## src/rtl/peqd_pkg.sv

```systemverilog
// ----------------------------------------------------------------------------
// peqd_pkg
// Shared types and constants of the priority event queue dispatcher.
// ----------------------------------------------------------------------------
package peqd_pkg;

	localparam logic [2:0] ST_POSTED     = 3'd0;
	localparam logic [2:0] ST_POOL_FULL  = 3'd1;
	localparam logic [2:0] ST_TASK_OFF   = 3'd2;
	localparam logic [2:0] ST_DISPATCHED = 3'd3;
	localparam logic [2:0] ST_DROPPED    = 3'd4;
	localparam logic [2:0] ST_IDLE_COUNT = 3'd5;
	localparam logic [2:0] ST_IDLE_DONE  = 3'd6;

	localparam logic OP_POST     = 1'b0;
	localparam logic OP_DISPATCH = 1'b1;

	localparam logic CFG_TASK_ENABLE = 1'b0;
	localparam logic CFG_IDLE_LIMIT  = 1'b1;

	typedef enum logic [1:0] {
		S_IDLE,
		S_EXEC,
		S_OUT
	} ctrl_state_t;

	typedef struct packed {
		logic load;
		logic exec;
	} dp_cmd_t;

endpackage

```

## src/rtl/peqd_ctrl.sv

```systemverilog
// ----------------------------------------------------------------------------
// peqd_ctrl
// Sequencer: capture a word, execute it, hold the result until taken.
// ----------------------------------------------------------------------------
module peqd_ctrl (
	input  logic                clk,
	input  logic                arst_n,
	input  logic                in_valid,
	output logic                in_ready,
	output logic                out_valid,
	input  logic                out_ready,
	output peqd_pkg::dp_cmd_t   cmd
);

	peqd_pkg::ctrl_state_t state_q, state_d;

	always_ff @(posedge clk or negedge arst_n) begin
		if (!arst_n) begin
			state_q <= peqd_pkg::S_IDLE;
		end else begin
			state_q <= state_d;
		end
	end

	always_comb begin
		state_d   = state_q;
		in_ready  = 1'b0;
		out_valid = 1'b0;
		cmd.load  = 1'b0;
		cmd.exec  = 1'b0;
		case (state_q)
			peqd_pkg::S_IDLE: begin
				in_ready = 1'b1;
				if (in_valid) begin
					cmd.load = 1'b1;
					state_d  = peqd_pkg::S_EXEC;
				end
			end
			peqd_pkg::S_EXEC: begin
				cmd.exec = 1'b1;
				state_d  = peqd_pkg::S_OUT;
			end
			peqd_pkg::S_OUT: begin
				out_valid = 1'b1;
				in_ready  = out_ready;
				if (out_ready) begin
					if (in_valid) begin
						cmd.load = 1'b1;
						state_d  = peqd_pkg::S_EXEC;
					end else begin
						state_d = peqd_pkg::S_IDLE;
					end
				end
			end
			default: state_d = peqd_pkg::S_IDLE;
		endcase
	end

endmodule

```

## src/rtl/peqd_dp.sv

```systemverilog
// ----------------------------------------------------------------------------
// peqd_dp
// Datapath: slot pool, free bitmaps, priority queues and idle counter.
// ----------------------------------------------------------------------------
module peqd_dp #(
	parameter int NUM_PRIORITIES = 8,
	parameter int POOL_SLOTS     = 64,
	parameter int NUM_TASKS      = 16
) (
	input  logic              clk,
	input  logic              arst_n,
	input  peqd_pkg::dp_cmd_t cmd,
	input  logic [71:0]       in_word,
	input  logic              cfg_we,
	input  logic              cfg_index,
	input  logic [31:0]       cfg_data,
	output logic [70:0]       out_word,
	output logic [2:0]        out_prio
);

	localparam int PW = (NUM_PRIORITIES > 1) ? $clog2(NUM_PRIORITIES) : 1;
	localparam int CW = 7;

	logic [15:0] task_en_q;
	logic [31:0] idle_limit_q;
	logic [31:0] idle_cnt_q;
	logic [7:0]  slot_free_q [8];
	logic [7:0]  group_free_q;
	logic [5:0]  head_q [NUM_PRIORITIES];
	logic [5:0]  tail_q [NUM_PRIORITIES];
	logic [CW-1:0] count_q [NUM_PRIORITIES];

	logic [31:0] pool_event [64];
	logic [31:0] pool_msg [64];
	logic [3:0]  pool_task [64];
	logic [5:0]  pool_next [64];

	logic        op_q;
	logic [3:0]  task_q;
	logic [2:0]  prio_q;
	logic [31:0] ev_q, msg_q;
	logic [70:0] out_q;
	logic [70:0] out_d;
	logic [2:0]  oprio_q;

	logic [31:0] rd_event_q;
	logic [31:0] rd_msg_q;
	logic [3:0]  rd_task_q;
	logic [5:0]  rd_next_q;

	function automatic logic [2:0] low8(input logic [7:0] v);
		logic [2:0] r;
		r = 3'd0;
		for (int i = 7; i >= 0; i--) begin
			if (v[i]) r = 3'(i);
		end
		return r;
	endfunction

	logic       t_en;
	logic [2:0] g, s;
	logic [5:0] slot;
	logic       full;
	logic [PW-1:0] pq;
	logic       any;
	logic [PW-1:0] dp;
	logic [5:0] hslot;

	always_comb begin
		t_en = (32'(task_q) < 32'(NUM_TASKS)) && task_en_q[task_q];
		g    = low8(group_free_q);
		s    = low8(slot_free_q[g]);
		slot = {g, s};
		full = (group_free_q == 8'd0) || (32'(slot) >= 32'(POOL_SLOTS))
			|| (slot_free_q[g] == 8'd0);
		if (32'(prio_q) >= 32'(NUM_PRIORITIES)) pq = PW'(NUM_PRIORITIES - 1);
		else pq = PW'(prio_q);
		any = 1'b0;
		dp  = '0;
		for (int p = NUM_PRIORITIES - 1; p >= 0; p--) begin
			if (count_q[p] != '0) begin
				any = 1'b1;
				dp  = PW'(p);
			end
		end
		hslot = head_q[dp];
	end

	// The head of the lowest non-empty queue is read while the word is captured.
	always_ff @(posedge clk) begin
		if (cmd.load) begin
			op_q       <= in_word[0];
			task_q     <= in_word[4:1];
			prio_q     <= in_word[7:5];
			ev_q       <= in_word[39:8];
			msg_q      <= in_word[71:40];
			rd_event_q <= pool_event[hslot];
			rd_msg_q   <= pool_msg[hslot];
			rd_task_q  <= pool_task[hslot];
			rd_next_q  <= pool_next[hslot];
		end
	end

	wire do_post = cmd.exec && op_q == peqd_pkg::OP_POST && t_en && !full;
	wire do_pop  = cmd.exec && op_q == peqd_pkg::OP_DISPATCH && any;

	always_ff @(posedge clk) begin
		if (do_post) begin
			pool_event[slot] <= ev_q;
			pool_msg[slot]   <= msg_q;
			pool_task[slot]  <= task_q;
			if (count_q[pq] != '0) pool_next[tail_q[pq]] <= slot;
		end
	end

	always_ff @(posedge clk or negedge arst_n) begin
		if (!arst_n) begin
			task_en_q    <= 16'hFFFF;
			idle_limit_q <= '0;
			idle_cnt_q   <= '0;
			group_free_q <= 8'hFF;
			for (int i = 0; i < 8; i++) slot_free_q[i] <= 8'hFF;
			for (int p = 0; p < NUM_PRIORITIES; p++) begin
				head_q[p]  <= '0;
				tail_q[p]  <= '0;
				count_q[p] <= '0;
			end
		end else begin
			if (cfg_we) begin
				if (cfg_index == peqd_pkg::CFG_TASK_ENABLE) task_en_q <= cfg_data[15:0];
				else idle_limit_q <= cfg_data;
			end
			if (do_post) begin
				slot_free_q[g][s] <= 1'b0;
				if (slot_free_q[g] == (8'd1 << s)) group_free_q[g] <= 1'b0;
				if (count_q[pq] == '0) head_q[pq] <= slot;
				tail_q[pq]  <= slot;
				count_q[pq] <= count_q[pq] + 1'b1;
			end
			if (do_pop) begin
				head_q[dp]  <= rd_next_q;
				count_q[dp] <= count_q[dp] - 1'b1;
				slot_free_q[hslot[5:3]][hslot[2:0]] <= 1'b1;
				group_free_q[hslot[5:3]] <= 1'b1;
				idle_cnt_q <= '0;
			end else if (cmd.exec && op_q == peqd_pkg::OP_DISPATCH
					&& idle_cnt_q < idle_limit_q) begin
				idle_cnt_q <= idle_cnt_q + 1'b1;
			end
		end
	end

	always_comb begin
		out_d = '0;
		if (op_q == peqd_pkg::OP_POST) begin
			if (!t_en) out_d[2:0] = peqd_pkg::ST_TASK_OFF;
			else if (full) out_d[2:0] = peqd_pkg::ST_POOL_FULL;
			else out_d[2:0] = peqd_pkg::ST_POSTED;
		end else if (any) begin
			out_d[2:0] = (32'(rd_task_q) < 32'(NUM_TASKS) && task_en_q[rd_task_q])
				? peqd_pkg::ST_DISPATCHED : peqd_pkg::ST_DROPPED;
			out_d[6:3]   = rd_task_q;
			out_d[38:7]  = rd_event_q;
			out_d[70:39] = rd_msg_q;
		end else begin
			out_d[2:0] = (idle_cnt_q < idle_limit_q)
				? peqd_pkg::ST_IDLE_COUNT : peqd_pkg::ST_IDLE_DONE;
		end
	end

	always_ff @(posedge clk) begin
		if (cmd.exec) begin
			out_q   <= out_d;
			oprio_q <= (op_q == peqd_pkg::OP_DISPATCH && any) ? 3'(dp) : 3'd0;
		end
	end

	assign out_word = out_q;
	assign out_prio = oprio_q;

endmodule

```

## src/rtl/priority_event_queue_dispatcher.sv

```systemverilog
// Each accepted word passes the capture and execute steps of the sequencer before
// its result word is offered; no new word is accepted before that result is taken.
// The pool is read in the capture step and written in the execute step.
// Reset: asynchronous; all slots free, queues empty, idle count zero,
// task enable mask all ones and idle limit zero.
// ----------------------------------------------------------------------------
// priority_event_queue_dispatcher
// Event pool with eight priority queues, posted to and dispatched from a stream.
// ----------------------------------------------------------------------------
module priority_event_queue_dispatcher #(
	parameter int NUM_PRIORITIES = 8,
	parameter int POOL_SLOTS     = 64,
	parameter int NUM_TASKS      = 16
) (
	input  logic        clk,
	input  logic        arst_n,
	input  logic        s_tvalid,
	output logic        s_tready,
	// opcode, task_id, priority_req, event_code, message_handle
	input  logic [71:0] s_tdata,
	output logic        m_tvalid,
	input  logic        m_tready,
	// status, out_task, out_event, out_message, out_priority
	output logic [79:0] m_tdata,
	input  logic        cfg_valid,
	output logic        cfg_ready,
	input  logic        cfg_index,
	input  logic [31:0] cfg_data
);

	peqd_pkg::dp_cmd_t cmd;
	logic [70:0] word;
	logic [2:0]  prio;

	assign cfg_ready = 1'b1;

	peqd_ctrl u_ctrl (
		.clk       (clk),
		.arst_n    (arst_n),
		.in_valid  (s_tvalid),
		.in_ready  (s_tready),
		.out_valid (m_tvalid),
		.out_ready (m_tready),
		.cmd       (cmd)
	);

	peqd_dp #(
		.NUM_PRIORITIES (NUM_PRIORITIES),
		.POOL_SLOTS     (POOL_SLOTS),
		.NUM_TASKS      (NUM_TASKS)
	) u_dp (
		.clk       (clk),
		.arst_n    (arst_n),
		.cmd       (cmd),
		.in_word   (s_tdata),
		.cfg_we    (cfg_valid),
		.cfg_index (cfg_index),
		.cfg_data  (cfg_data),
		.out_word  (word),
		.out_prio  (prio)
	);

	assign m_tdata = {6'd0, prio, word};

endmodule

```

## config.mk

```make
export PLATFORM = sky130hd
export DESIGN_NAME = priority_event_queue_dispatcher
export DESIGN_NICKNAME = d
export VERILOG_FILES = /design/src/rtl/peqd_pkg.sv /design/src/rtl/peqd_ctrl.sv /design/src/rtl/peqd_dp.sv /design/src/rtl/priority_event_queue_dispatcher.sv
export SDC_FILE = /design/constraint.sdc
export NUM_CORES = 2
export LEC_CHECK = 0
export BUFFER_PORTS_ARGS = -buffer_cell sky130_fd_sc_hd__buf_2
export CORE_UTILIZATION = 48
export CTS_CLUSTER_DIAMETER = 120
export CTS_CLUSTER_SIZE = 16
export DETAILED_ROUTE_END_ITERATION = 16
export PLACE_DENSITY = 0.63
export SLEW_MARGIN = 30
export SYNTH_ARGS = -nofsm -noshare
export SYNTH_HDL_FRONTEND = slang
export SYNTH_MEMORY_MAX_BITS = 65536
export SYNTH_SLANG_ARGS = --single-unit
```

## constraint.sdc

```tcl
create_clock -name clk -period 10.85 [get_ports clk]
set_input_delay 1.085 -clock clk [delete_from_list [all_inputs] [get_ports clk]]
set_output_delay 1.085 -clock clk [all_outputs]
set_load 0.005 [all_outputs]
```

==> results list <==
* Maximum capacitance violations: 0
* Setup repair after global routing missed its margin: false
- Vias in the first global route: roughly 130k
* Crit end category: flip-flop
- Final period demand of the worst path: ~7.4 ns
* Setup Fix Bufs, Post-CTS: 0
- Number of enable-type register cells in the synthesized netlist: around 5000
- Average instance area after synthesis: 15.6 um2
- Sequential cell area fraction in the yosys report: approximately three quarters
- For the worst setup path, the data required time is between 10 and 15 ns.
- TritonCTS built the clock tree.
- Clock buffer count from CTS: around 370
- Critical path class: flip-flop to flip-flop
- Total Wirelength: between 700 and 800 mm
* Antenna violations before repair: 60
- R2r setup slk: approximately 3.4 ns
- Entering global routing, the biggest net connects 120 pins.
- Power density over the cells: approximately 160 nW/um2
- Measured against its own limit, the worst slew margin works out to between 20% and 30%.
- Tot GR Track Use: about a third
- Overall overflow remaining after global route: 0
- Counting instances, the worst hold path has a depth of 1.
- In this run the worst path has a maximum fanout of between 80 and 90.
- After clock tree synthesis, the clock-pin slew on the worst setup and hold paths is approximately 0.080 ns.
- Prevailing post-synth register cell: edfxtp_1
- The die covers approximately 430000 um2.
- Before antenna repair, the detailed router went through 10 iterations.
- The first global-routing pass estimated approximately 1100 mm of wire.
- After synthesis, the netlist uses just under 100 different library cells.
- The final layout contains between 10000 and 15000 nets.
- Via count normalized by instance count: a little over 7
* Final hold violation count: 0
* Worst R2R Path Depth: 14
- For this design, the CTS-stage hold fixing added 0 buffers.
- Instance count of the mapped netlist: roughly 13000
- For this run, asynchronously set or reset flops after synthesis account for 5.82%.
- Detailed placement HPWL: slightly above 400 mm
- After floorplanning, the core was divided into 240 placement rows.
- Run status: finished clean
- Across the VDD grid, the largest voltage drop is 0.123 mV.
- Clock tree synthesis selected as its root buffer the cell clkbuf_16.
- The later pin in the worst-skew pair is clocked with a latency of approximately 1.1 ns.
* Class of the tightest hold or removal check: input port to flip-flop
- Routability-driven placement congestion ratio: 0.877
- For this run, design rule violations remaining after detail routing come to 0.
- Die height: about 660 um
- Total number of vias: 136476
- For this design the static power due to leakage is 72.6 nW.
- The detail route stage leaves a number of antenna-violating nets equal to 0.
* Maximum level of the CTS H-tree: 5
- Setup violations remaining at the end of the flow were counted as 0.
- Violation count after the first detailed-route iteration: between 20000 and 30000
- Initial core utilization: about half
- ~190 I/O pins were placed.
- Flops & latches, synth: ~5300
* X dimension of the die: between 600 and 700 um
* Number of I/O port buffers: 185
- # clock sinks: roughly 5300
- Min setup slack post-route: approximately 3.4 ns
- Prior to clock tree synthesis, the placed netlist has a worst setup slack of 3.38 ns.
- Gates resized, CTS repair: 0
- Ratio of final minimum period to clock period: slightly below 70%
* Clock skew after layout: between 0.1 and 0.15 ns
- Final count of pins violating max slew: 0
- Fmax: 0.135 GHz
- Number of buffers on the longest clock path: 4
- For the final routed database, the setup TNS stands at 0 ns.
- Arrival time of data at the critical path endpoint: around 8.0 ns
- The post-route netlist has between 10% and 20% of its cells at a drive strength greater than 1.
- Post-synthesis instance area: about 210000 um2
- For this run, the number of Yosys warnings is 0.
- Tightest Pin Transition: 1.08 ns
- The core region is approximately 430000 um2.
- Drt wl/cell: between 40 and 50 um
- The worst setup path is launched from a flip-flop.
* Area overhead of the layout relative to synthesis: 9.58%
sequential cells by signal, summed over array words and instances (netlist names), 4 cells and up:
signal and cells:
u_dp.pool_event 2048, u_dp.pool_msg 2048, u_dp.pool_next 384, u_dp.pool_task 256, u_dp.out_word 71, u_dp.slot_free_q 64
u_dp.count_q 56, u_dp.head_q 48, u_dp.tail_q 48, u_dp.ev_q 32, u_dp.idle_cnt_q 32, u_dp.idle_limit_q 32
u_dp.msg_q 32, u_dp.rd_event_q 32, u_dp.rd_msg_q 32, u_dp.task_en_q 16, u_dp.group_free_q 8, u_dp.rd_next_q 6
u_dp.rd_task_q 4, u_dp.task_q 4
synth_stat cells, types with 14 or more instances:
cell / instances / area (um2)
nand3_1: 444 / 2220
a32oi_1: 29 / 254
a221o_1: 70 / 701
a311o_1: 21 / 210
o2bb2ai_1: 34 / 298
mux4_2: 30 / 676
or4_1: 42 / 315
nand2b_1: 14 / 87.6
o221ai_1: 76 / 666
a2bb2oi_1: 18 / 158
edfxtp_1: 4956 / 149000
dfstp_2: 88 / 2310
a311oi_1: 51 / 447
and3_1: 160 / 1000
buf_2: 480 / 2400
nand2_1: 1383 / 5190
mux2i_1: 364 / 3640
nor4_1: 20 / 125
a22oi_1: 346 / 2600
a21oi_1: 819 / 4100
o2111ai_1: 23 / 201
nor3_1: 71 / 355
nand4_1: 88 / 551
o211ai_1: 125 / 938
buf_1: 119 / 447
a31oi_1: 105 / 657
a211oi_1: 239 / 1790
inv_1: 67 / 251
a221oi_1: 434 / 3800
o31ai_1: 34 / 255
a2111oi_0: 38 / 333
o22ai_1: 60 / 375
clkbuf_1: 322 / 1210
mux2_2: 485 / 5460
a22o_1: 44 / 385
dfrtp_1: 218 / 5460
a211o_1: 31 / 272
nor2_1: 297 / 1110
a222oi_1: 23 / 230
buf_4: 41 / 308
and2_1: 86 / 538
or3_1: 24 / 150
ha_1: 35 / 438
a21o_1: 32 / 240
o21ai_0: 625 / 3130
cells by family (layout without fill, tap and decap cells):
kind of cell | count (synthesis) | in the layout | synth area share, %
AND/OR/NAND/NOR | 2690 | 2690 | 5.90
AO/OA/AOI/OAI | 3391 | 3391 | 11.2
buffers and inverters | 1033 | 1200 | 2.25
adder cells (fa/ha/maj) | 36 | 36 | 0.216
XOR/XNOR | 10 | 10 | 0.0423
flip-flops | 5262 | 5262 | 75.7
multiplexers | 882 | 882 | 4.75
other | 2 | 86 | 0.00363
area by class of cell:
cell class / instances / area (um2)
Clock inverter: 23 / 439
Antenna cell: 79 / 198
Clock buffer: 428 / 9570
Fill cell: 34162 / 201000
Multi-Input combinational cell: 7016 / 46700
Inverter: 68 / 270
Timing Repair Buffer: 681 / 5890
Sequential cell: 5262 / 157000
Tap cell: 5687 / 7120
layout by cell type, fill, tap and decap left out, types with 70 or more instances in the layout:
cell type / instances
a221oi_1: 434
o211ai_1: 125
a221o_1: 70
edfxtp_1: 4956
o21ai_0: 621
a31oi_1: 105
nor2_1: 246
diode_2: 79
and3_1: 160
nand2_1: 1377
a211oi_1: 238
nand3_1: 440
nand4_1: 88
dfrtp_1: 218
buf_4: 391
dfstp_2: 88
mux2i_1: 364
o221ai_1: 76
clkbuf_16: 374
mux2_2: 485
buf_2: 184
a22oi_1: 346
and2_1: 84
a21oi_1: 812
per-stage QoR:
step	util (%)	power [W]	hold slack, ns	cells	cell area (um2)
6_report	53.0	0.0365	0.203	19244	227000
5_1_grt	52.9	0.0371	0.191	19179	227000
4_1_cts	52.9	0.0365	0.142	19157	226000
3_5_place_dp	50.5	0.0238	0.472	18706	216000
3_3_place_gp	50.4	0.0237	0.466	18689	216000
2_1_floorplan	-	0.0233	0.443	13311	207000
layer usage:
metal / wire length [um] / vias to the layer above / track usage, %
met5: 289 / - / 0
met4: 45300 / 40 / 17.1
met3: 114000 / 2200 / 9.15
met2: 342000 / 12382 / 52.4
met1: 276000 / 69154 / 47.2
li1: - / 52700 / -
power by group:
group          leakage (nW)  total, W  internal (W)  switching, W
clock                  4.86    0.0131       0.00623       0.00689
combinational          20.0  0.000823      0.000143      0.000679
sequential             47.7    0.0225        0.0224     0.0000846
critical path, cell delays in order (launching register included):
cell       delay [ns]
dfstp_2          0.73
nor2b_1          0.17
o21a_1           0.48
nor2_4           0.54
inv_2            0.07
buf_4            0.31
a32o_1           0.37
a2111oi_2        0.51
o21ai_1          0.32
a21boi_0         0.56
nor2_4           0.04
buf_6            0.27
or3_1            0.69
nor2_4           0.91
buf_4            0.86
worst paths after layout:
check / start / to
min reg2reg: u_dp.rd_event_q[22] / u_dp.out_word[29]
max reg2reg: u_dp.group_free_q[2] / u_dp.pool_msg[32][0]
min in group asynchronous: arst_n / u_dp.count_q[51]
max in group asynchronous: arst_n / u_dp.idle_cnt_q[9]
max: u_dp.group_free_q[2] / u_dp.pool_msg[32][0]
min: s_tdata[67] / u_dp.msg_q[27]
(Power assumes the default switching activity.)
